--- config.mk ---
export PLATFORM = sky130hd
export DESIGN_NAME = procedural_codebook_decoder_core
export DESIGN_NICKNAME = d
export VERILOG_FILES = /design/src/pcd_pkg.sv /design/src/pcd_mix.sv /design/src/pcd_round.sv /design/src/procedural_codebook_decoder_core.sv
export VERILOG_INCLUDE_DIRS = /design/src /design/src/src
export SDC_FILE = /design/constraint.sdc
export NUM_CORES = 2
export LEC_CHECK = 0
export BUFFER_PORTS_ARGS = -buffer_cell sky130_fd_sc_hd__clkbuf_2
export CORE_ASPECT_RATIO = 0.6
export CORE_MARGIN = 3
export CORE_UTILIZATION = 60
export CTS_BUF_LIST = sky130_fd_sc_hd__clkbuf_2 sky130_fd_sc_hd__clkbuf_4 sky130_fd_sc_hd__clkbuf_8
export DETAILED_ROUTE_END_ITERATION = 8
export PLACE_DENSITY = 0.83
export SLEW_MARGIN = 20
export SYNTH_ARGS = -nofsm -noshare
export SYNTH_HDL_FRONTEND = slang
export SYNTH_HIERARCHICAL = 1
export SYNTH_SLANG_ARGS = --single-unit
--- constraint.sdc ---
create_clock -name clock -period 14.26 [get_ports clock]
set_input_delay 2.852 -clock clock [delete_from_list [all_inputs] [get_ports clock]]
set_output_delay 2.852 -clock clock [all_outputs]
set_load 0.1 [all_outputs]
--- src/procedural_codebook_decoder_core_macros.svh ---
// Assertion macros for the codebook decoder
`ifndef PROCEDURAL_CODEBOOK_DECODER_CORE_MACROS_SVH
`define PROCEDURAL_CODEBOOK_DECODER_CORE_MACROS_SVH
// Implication checked on every clock edge outside reset
`define PCD_ASSERT_IMPL(label, clk, rst, ante, cons, msg) \
   label: assert property (@(posedge clk) disable iff (rst) (ante) |-> (cons)) \
      else $error(msg);
// Next-cycle implication
`define PCD_ASSERT_NEXT(label, clk, rst, ante, cons, msg) \
   label: assert property (@(posedge clk) disable iff (rst) (ante) |=> (cons)) \
      else $error(msg);
`endif

--- src/pcd_pkg.sv ---
// ----------------------------------------------------------------------------
// pcd_pkg
// Shared constants and types of the procedural codebook decoder.
// ----------------------------------------------------------------------------
`default_nettype none
package pcd_pkg;
   typedef enum logic [1:0] {
      MODE_DEFAULT = 2'd0,
      MODE_MCG     = 2'd1,
      MODE_MUL1    = 2'd2,
      MODE_NONE    = 2'd3
   } mode_type;

   localparam logic [31:0] MUL_DEFAULT = 32'd89226354;
   localparam logic [31:0] ADD_DEFAULT = 32'd64248484;
   localparam logic [31:0] MUL_MCG     = 32'hcbac1fed;
   localparam logic [31:0] MUL_MUL1    = 32'h83dcd12d;
   localparam logic [31:0] AND_MASK    = 32'h8fff8fff;
   localparam logic [31:0] XOR_MASK    = 32'h3b603b60;
   localparam logic [15:0] NAN_HALF    = 16'h7e00;
   localparam logic [10:0] SCALE_MANT  = 11'd1774;
   localparam logic [21:0] OFF_TERM    = 22'd2721792; // 1329*2048

   // magnitude with binary point below bit K; width MAG_W
   localparam int MAG_W = 23;

   typedef struct packed {
      logic             valid;
      mode_type         mode;
      logic             neg;
      logic [MAG_W-1:0] mag;
      logic             mul1;  // scale 2^-18, else 2^-13
   } mag_stage_type;
endpackage
`default_nettype wire

--- src/pcd_mix.sv ---
// ----------------------------------------------------------------------------
// pcd_mix
// Multiply stage and word-to-magnitude stage.
// ----------------------------------------------------------------------------
`default_nettype none
module pcd_mix (
   input  wire logic                  clock,
   input  wire logic                  reset,
   input  wire logic                  in_valid,
   input  wire logic [15:0]           in_word,
   input  wire pcd_pkg::mode_type     in_mode,
   output pcd_pkg::mag_stage_type     out_stage
);
   logic                  v1_ff;
   pcd_pkg::mode_type     m1_ff;
   logic [31:0]           w1_ff, w1_in;
   pcd_pkg::mag_stage_type st_in, st_ff;

   logic [31:0] mixed;
   logic [13:0] va, vb;
   logic signed [15:0] s;
   logic [9:0]  nsum;
   logic [21:0] prod;
   logic signed [22:0] ms;

   always_comb begin
      unique case (in_mode)
         pcd_pkg::MODE_DEFAULT:
            w1_in = in_word * pcd_pkg::MUL_DEFAULT + pcd_pkg::ADD_DEFAULT;
         pcd_pkg::MODE_MCG:  w1_in = in_word * pcd_pkg::MUL_MCG;
         default:            w1_in = in_word * pcd_pkg::MUL_MUL1;
      endcase
   end

   always_ff @(posedge clock) begin
      if (reset) v1_ff <= 1'b0;
      else       v1_ff <= in_valid;
      m1_ff <= in_mode;
      w1_ff <= w1_in;
   end

   always_comb begin
      mixed = pcd_pkg::XOR_MASK ^ (w1_ff & pcd_pkg::AND_MASK);
      // exponent field is 12..15, so up to 2047 << 3
      va = 14'({1'b1, mixed[9:0]}) << mixed[11:10];
      vb = 14'({1'b1, mixed[25:16]}) << mixed[27:26];
      s = (mixed[15] ? -$signed({2'b0, va}) : $signed({2'b0, va}))
        + (mixed[31] ? -$signed({2'b0, vb}) : $signed({2'b0, vb}));
      nsum = 10'(w1_ff[7:0]) + 10'(w1_ff[15:8]) + 10'(w1_ff[23:16])
           + 10'(w1_ff[31:24]);
      prod = 22'({1'b1, nsum} * pcd_pkg::SCALE_MANT);
      ms = $signed({1'b0, prod}) - $signed({1'b0, pcd_pkg::OFF_TERM});
      st_in.valid = v1_ff;
      st_in.mode  = m1_ff;
      if (m1_ff == pcd_pkg::MODE_MUL1) begin
         st_in.mul1 = 1'b1;
         st_in.neg  = ms[22];
         st_in.mag  = ms[22] ? 23'(-ms) : 23'(ms);
      end else begin
         st_in.mul1 = 1'b0;
         st_in.neg  = s[15];
         st_in.mag  = s[15] ? 23'(-s) : 23'(s);
      end
   end

   always_ff @(posedge clock) begin
      if (reset) st_ff.valid <= 1'b0;
      else       st_ff.valid <= st_in.valid;
      st_ff.mode <= st_in.mode;
      st_ff.neg  <= st_in.neg;
      st_ff.mag  <= st_in.mag;
      st_ff.mul1 <= st_in.mul1;
   end
   assign out_stage = st_ff;
endmodule
`default_nettype wire

--- src/pcd_round.sv ---
// ----------------------------------------------------------------------------
// pcd_round
// Normalize and round a fixed-point magnitude to half, nearest even.
// ----------------------------------------------------------------------------
`default_nettype none
`include "procedural_codebook_decoder_core_macros.svh"
module pcd_round (
   input  wire logic                  clock,
   input  wire logic                  reset,
   input  wire pcd_pkg::mag_stage_type in_stage,
   output logic                       out_valid,
   output logic [15:0]                out_half
);
   localparam int W = pcd_pkg::MAG_W;
   // stage A: leading-one position
   pcd_pkg::mag_stage_type a_ff;
   logic [4:0] p_ff, p_in;
   logic       z_ff;

   always_comb begin
      p_in = '0;
      for (int i = 0; i < W; i++)
         if (in_stage.mag[i]) p_in = 5'(i);
   end

   always_ff @(posedge clock) begin
      if (reset) a_ff.valid <= 1'b0;
      else       a_ff.valid <= in_stage.valid;
      a_ff.mode <= in_stage.mode;
      a_ff.neg  <= in_stage.neg;
      a_ff.mag  <= in_stage.mag;
      a_ff.mul1 <= in_stage.mul1;
      p_ff      <= p_in;
      z_ff      <= (in_stage.mag == '0);
   end

   // stage B: shift, round, pack
   logic signed [6:0] e, q, drop;
   logic [W-1:0] r, rem, halfway, lowmask;
   logic [W:0]   rr;
   logic [16:0]  bits;
   logic [15:0]  res_in, res_ff;
   logic         v_ff;

   always_comb begin
      e = $signed({2'b0, p_ff}) - (a_ff.mul1 ? 7'sd18 : 7'sd13);
      q = e - 7'sd10;
      if (q < -7'sd24) q = -7'sd24;
      drop = q + (a_ff.mul1 ? 7'sd18 : 7'sd13);
      r = '0; rem = '0; halfway = '0; lowmask = '0; rr = '0;
      if (drop > 0) begin
         lowmask = (W'(1) << drop[4:0]) - W'(1);
         rem     = a_ff.mag & lowmask;
         halfway = W'(1) << (drop[4:0] - 5'd1);
         r       = a_ff.mag >> drop[4:0];
         rr      = {1'b0, r};
         if (rem > halfway || (rem == halfway && r[0])) rr = rr + (W+1)'(1);
      end else begin
         rr = {1'b0, a_ff.mag << (-drop)};
      end
      if (e >= -7'sd14) bits = 17'(e + 7'sd14) * 17'd1024 + 17'(rr);
      else              bits = 17'(rr);
      if (bits >= 17'h7c00) bits = 17'h7c00;
      if (a_ff.mode == pcd_pkg::MODE_NONE) res_in = pcd_pkg::NAN_HALF;
      else if (z_ff)                      res_in = 16'h0000;
      else res_in = bits[15:0] | (a_ff.neg ? 16'h8000 : 16'h0000);
   end

   always_ff @(posedge clock) begin
      if (reset) v_ff <= 1'b0;
      else       v_ff <= a_ff.valid;
      res_ff <= res_in;
   end
   assign out_valid = v_ff;
   assign out_half  = res_ff;

   `PCD_ASSERT_NEXT(a_pass_valid, clock, reset, a_ff.valid, v_ff, "valid lost in round")
   `PCD_ASSERT_NEXT(a_no_spurious, clock, reset, !a_ff.valid, !v_ff, "spurious result")
   `PCD_ASSERT_IMPL(a_zero_lead, clock, reset, a_ff.valid && z_ff, p_ff == 5'd0, "lead bad")
endmodule
`default_nettype wire

--- src/procedural_codebook_decoder_core.sv ---
// Path: an accepted start passes the multiply, mix, leading-one and round registers before the rsp_valid strobe.
// Throughput: one transaction per cycle; busy is always low.
// Stages: multiply, mix/byte-sum, leading-one search, round and pack.
// Reset: synchronous, active high; clears valid bits and sets mode 0.
// Results cannot be stalled by the receiver.
// ----------------------------------------------------------------------------
// procedural_codebook_decoder_core
// Top level: trellis state to half-precision weight, three codebooks.
// ----------------------------------------------------------------------------
`default_nettype none
module procedural_codebook_decoder_core (
   input  wire logic        clock,
   input  wire logic        reset,
   input  wire logic        start,
   output logic             busy,
   input  wire logic [15:0] req_state_word,
   input  wire logic        csr_write_enable,
   input  wire logic [1:0]  csr_codebook_mode,
   output logic             rsp_valid,
   output logic [15:0]      rsp_weight_half
);
   // mode register; the user must write it only while idle, the block does not enforce this
   pcd_pkg::mode_type mode_ff;
   always_ff @(posedge clock) begin
      if (reset)                 mode_ff <= pcd_pkg::MODE_DEFAULT;
      else if (csr_write_enable) mode_ff <= pcd_pkg::mode_type'(csr_codebook_mode);
   end

   // fully pipelined: never busy
   assign busy = 1'b0;

   pcd_pkg::mag_stage_type mag_stage;

   pcd_mix u_mix (
      .clock     (clock),
      .reset     (reset),
      .in_valid  (start),
      .in_word   (req_state_word),
      .in_mode   (mode_ff),
      .out_stage (mag_stage)
   );

   pcd_round u_round (
      .clock     (clock),
      .reset     (reset),
      .in_stage  (mag_stage),
      .out_valid (rsp_valid),
      .out_half  (rsp_weight_half)
   );
endmodule
`default_nettype wire

=== After elaboration in Yosys (flattened, before gate mapping) ===
Cells that the tools add are included.

* Add/subtract/negate cells: 19
* $mul: 4
* Magnitude comparators: 5
* Equal/unequal tests: 4
* Shift operators: 6
* Mux-type cells: 35
* Bitwise logic cells: 3
* Reduce and logical (&&, ||, !) cells: 7

{| class="wikitable"
|+ Operators by type and width
! operator !! count
|-
| 16-bit by 32-bit multiplier with 32-bit output (second input constant) || 2
|-
| 16-bit 2-to-1 mux || 4
|-
| 32-bit case mux with 2 select lines || 1
|-
| 17-bit 2-to-1 mux || 3
|-
| 23-bit 2-to-1 mux || 2
|-
| 1-bit by 5-bit left shift with 23-bit output (first input constant) || 2
|-
| 32-bit by 26-bit adder with 32-bit output (second input constant) || 1
|-
| 4-bit 2-to-1 mux || 8
|-
| 14-bit negator with 16-bit output || 2
|-
| 16-bit by 26-bit multiplier with 31-bit output (second input constant) || 1
|-
| 11-bit by 2-bit left shift with 14-bit output || 2
|-
| 25-bit 2-to-1 mux || 1
|-
| 3-bit 2-to-1 mux || 8
|-
| 23-bit AND || 1
|-
| 23-bit == test || 1
|-
| 23-bit > comparator || 1
|-
| 23-bit zero test || 1
|-
| 16-bit negator with 23-bit output || 1
|-
| 23-bit negator || 1
|-
| 23-bit by 7-bit left shift with 17-bit output || 1
|-
| 23-bit by 5-bit right shift with 17-bit output || 1
|-
| 22-bit by 22-bit subtractor with 23-bit output (second input constant) || 1
|-
| 23-bit by 2-bit subtractor with 23-bit output (second input constant) || 1
|-
| 11-bit by 10-bit multiplier with 21-bit output (second input constant) || 1
|-
| 30 further kinds || 35
|}

* Register bits after elaboration: 116
* Input port bits: 22
* Output and inout port bits: 18
* Logic and storage cells: 104

=== Depth between registers and ports, before layout ===
* Word-level depth: 21
* Gate-level depth with buffers: 55
* Gate-level depth less buffers: 51

=== Hierarchy ===
The synthesis kept the hierarchy.

{| class="wikitable"
|+ By module, submodules not included
! module !! instances !! cells each !! area an instance (um^2) !! sequential area each (um^2)
|-
| pcd_mix || 1 || 2694 || 24536.0 || 1261.2
|-
| pcd_round || 1 || 862 || 6698.9 || 1021.0
|-
| procedural_codebook_decoder_core || 1 || 8 || 78.8 || 40.0
|}

=== Worst setup path after synthesis ===
OpenSTA, ideal clock, no wires.

* Path kind: reg2reg
* From: reg u_round/a_ff[0] (netlist name)
* To: reg u_round.res_ff[9], in the netlist u_round/out_half[9]
* Setup time: 101 ps
* Arrival: 11217 ps
* Required time: 14159 ps
* Setup slack: 2942 ps
* Stages on the path, launching flop included: 56
* Buffers on the path: 6
* Period minus slack after synthesis: 11318 ps
* Path through: dfxtp_1 -> inv_1 -> ha_1 -> inv_1 -> fa_1 -> a21o_1 -> a21oi_1 -> xor2_1 -> nor3_1 -> a31oi_1 -> o22ai_1 -> a31oi_1 -> ha_1 -> nor3_1 -> inv_1 -> fa_1 -> clkbuf_1 -> inv_1 -> [... 20 more ...] -> o2111ai_2 -> o41ai_2 -> o311a_1 -> a21o_1 -> ha_1 -> inv_1 -> fa_1 -> inv_1 -> a21oi_1 -> o21bai_1 -> a21o_1 -> a21oi_1 -> mux2i_1 -> inv_1 -> nand4_1 -> o2111a_1 -> nand2_1 -> o41ai_1

* Longest elaborated chain between the ends: 20
* Elaborated cells on any way between the ends: 30
* Classes of those cells: 9 x add/sub; 5 x order compare; 1 x eq/ne; 4 x shift; 7 x mux; 2 x bitwise; 2 x reduce/logical

{| class="wikitable"
|+ RTL lines
! item !! RTL line !! RTL
|-
| start: declaration || pcd_round.sv:16 || <nowiki>pcd_pkg::mag_stage_type a_ff;</nowiki>
|-
| 5-bit 2-to-1 mux (*) || pcd_round.sv:46, pcd_round.sv:49 ||
|-
| branches (longest 14 deep; another with 23-bit by 2-bit subtractor with 23-bit output) || -- ||
|-
| 17-bit 2-to-1 mux (*) || pcd_round.sv:61 || <nowiki>if (e >= -7'sd14) bits = 17'(e + 7'sd14) * 17'd1024 + 17'(rr);</nowiki>
|-
| 17-bit by 15-bit >= comparator with 1-bit output || pcd_round.sv:63 || <nowiki>if (bits >= 17'h7c00) bits = 17'h7c00;</nowiki>
|-
| 16-bit 2-to-1 mux (*) || pcd_round.sv:63 ||
|-
| 16-bit bitwise OR (*) || pcd_round.sv:66 || <nowiki>else res_in = bits[15:0] | (a_ff.neg ? 16'h8000 : 16'h0000);</nowiki>
|-
| 15-bit 2-to-1 mux (*) || pcd_round.sv:65 || <nowiki>else if (z_ff) res_in = 16'h0000;</nowiki>
|-
| end signal: assignment || pcd_round.sv:72 || <nowiki>res_ff <= res_in;</nowiki>
|-
| end: declaration || pcd_round.sv:42 || <nowiki>logic [15:0] res_in, res_ff;</nowiki>
|}

Every way passes the cells marked *.
A chain may end at the register's enable or synchronous reset.

=== Final worst setup path ===
Ends and elaborated chain as after synthesis.

==> metrics.csv <==
metric,value,unit
outcome,"complete, no violations",
yosysMostFrequentCell,inv_1,
yosys-top-cells-count,"inv_1 (632), ha_1 (437), fa_1 (418), a21oi_1 (198), nand2_1 (178)",
grt_usage,37.4,%
grt_pass1_wl,156000,µm
initial_core_util,61.1,%
slew_headroom,25.9,%
tightest_slew,1100,ps
required,14620,ps
final_cells,4264,
synth_seq_area_share,7.42,%
cts_tree,yes,
synth_mux_area_share,4.42,%
rsz0062_at_grt,no,
synth_seq_cells,116,
crit_top_cell,inv_1,
ios,40,
path_max_fanout,47,
cts_root_buf,clkbuf_8,
postCtsResizedCells,0,
avgViaCountPerCell,6.28,
path_class,reg -> reg,
syn_inst,3564,
finalMaxSlewViolations,0,
synthArstFlopShare,0,%
dp_slack,2040,ps
post_drt_wl_per_cell,23.8,µm
num_vias,26800,
clock_sinks,116,
tritoncts.num_buffers,17,
holdBufCountCts,0,
synth_top_area_share,26.7,%
ys_types,108,
post-place-cells,4232,
die_w,301,µm
synth_ff_type,dfxtp_1,
clk_path_buf_depth,2,
coreArea,51200,µm²
hp-start,u_mix/out_stage[25]$_DFF_P_,
path_clk_slew,90,ps
ant_nets,0,
crit_path_end_kind,register,
drv_cap,0,
fin_ws,1730,ps
drive_above_1_share,5.40,%
syn_nets,4441,
dieHeight,183,µm
die_area,55100,µm²
grt_start_max_net_pins,48,
synth-compound-area-share,15.6,%
synth_adder_area_share,44.2,%
gr-total-overflow,0,
setup_violations,0,
drtIter0Drc,3538,
crit_start,u_round/a_ff[0]$_DFF_P_,
postCtsSetupBuffers,0,
setup_tns,0,ps
worstSetupStartpointType,register,
synth-edff-count,0,
synth_top_area_cell,fa_1,
yosys_warnings,6,
slowest_delay,610,ps
hpwl,84800,µm
final_nets,4435,
wl,101000,µm
place_area,32200,µm²
synth_area_leaders,"fa_1 (27%), ha_1 (17%), inv_1 (7.6%), dfxtp_1 (7.4%), xnor2_1 (4.8%)",
finalCriticalPeriod,12530,ps
io_buffers,38,
h-tree-depth,4,
synth_xor_area_share,7.38,%
fp-row-count,64,
diodes,0,
skew,30.2,ps
syn_avg_cell_area,8.79,µm²
gp_congestion,1.08,
min_period_over_period,87.9,%
insertion_delay,490,ps
r2r_start,u_round/a_ff[0]$_DFF_P_,
hp-class,reg -> reg,
antenna_found_initial,1,
syn_area,31300,µm²
drt_first_pass_iters,8,
finalHoldViolCount,0,
fin_area,32600,µm²
cpMaxStageDelayCell,xor2_1,
synthSimpleGateAreaFrac,12.0,%
drcViolationCount,0,
fmax,79.8,MHz
area_delta_synth_final,4.20,%
synth_top_family_by_area,adder cells,
grt_pass1_vias,25900,
crit_arrival,12890,ps
==> routing by layer <==
metal	up-vias	global-route usage [%]	wire (µm)
met5	-	0	13
met4	2	5.08	1490
met3	174	22.1	19400
met2	1786	45.3	35300
met1	12800	56.8	45300
li1	12000	-	-
==> cells by family (layout without fill, tap and decap cells) <==
family / after synthesis / in the layout
adders and majority gates: 855 / 855
and+or+nand+nor: 751 / 751
AOI/OAI and AO/OA: 739 / 739
buffers and inverters: 731 / 738
xor gates and xnor gates: 261 / 261
DFF: 116 / 116
muxes: 109 / 109
other: 2 / 2
==> final timing paths <==
kind,slack (ps),to,depth (start not counted)
worst max-delay path,1730,u_round/out_half[9]$_SDFF_PP1_,51
worst min-delay path,330,u_round/a_ff[25]$_DFF_P_,0
worst max register to register,1730,u_round/out_half[9]$_SDFF_PP1_,51
worst min register to register,330,u_round/a_ff[25]$_DFF_P_,0
==> critical path: cells and delay by family (launching register included) <==
family	cells	cell delay (ps)
adders and majority gates	8	2880
buffers and inverters	9	1520
muxes	1	230
xor gates and xnor gates	1	610
and+or+nand+nor	13	2680
DFF	1	410
AOI/OAI and AO/OA	19	4030
==> cells in the final DEF, fill, tap and decap left out, types with 10 or more instances in the layout <==
| cell type | instances |
|---|---|
| a211oi_1 | 37 |
| a21boi_0 | 13 |
| a21o_1 | 72 |
| a21oi_1 | 198 |
| a22oi_1 | 12 |
| a31oi_1 | 23 |
| a41oi_1 | 12 |
| and2_1 | 31 |
| and3_1 | 29 |
| buf_4 | 32 |
| clkbuf_2 | 38 |
| clkbuf_8 | 17 |
| dfxtp_1 | 116 |
| fa_1 | 418 |
| ha_1 | 437 |
| inv_1 | 632 |
| mux2_2 | 13 |
| mux2i_1 | 74 |
| mux4_2 | 22 |
| nand2_1 | 178 |
| nand2b_1 | 39 |
| nand3_1 | 83 |
| nand4_1 | 28 |
| nor2_1 | 170 |
| nor2b_1 | 42 |
| nor3_1 | 57 |
| nor4_1 | 24 |
| o211ai_1 | 30 |
| o21a_1 | 23 |
| o21ai_0 | 157 |
| o21bai_1 | 26 |
| o22ai_1 | 15 |
| o31ai_1 | 20 |
| or2_2 | 10 |
| or3_1 | 15 |
| xnor2_1 | 169 |
| xor2_1 | 88 |
==> area by class of cell <==
cell class,instances,area [µm²]
sequential,116,2320
clock buffer,18,241
timing repair buffer,70,430
inverter,636,2390
fill,4342,18600
multi-input combinational,2717,26200
tap,693,867
clock inverter,14,191
==> sequential cells by signal, summed over array words and instances (netlist names) <==
signal	count
u_mix/v1_ff	1
u_round/a_ff	28
u_mix/out_stage	28
mode_ff	2
u_mix/w1_ff	32
u_round/out_half	16
u_round/z_ff	1
u_round/p_ff	5
u_round/out_valid	1
u_mix/m1_ff	2
==> metrics by stage <==
step	util, %	hold WS [ps]
floorplan	-	310
global placement	62.8	312
detailed placement	62.8	312
CTS	63.6	325
global route	63.7	339
finish	63.7	327
Power is not shown: default switching activity piles up to over one toggle a cycle in this logic, so the estimate is an artifact.
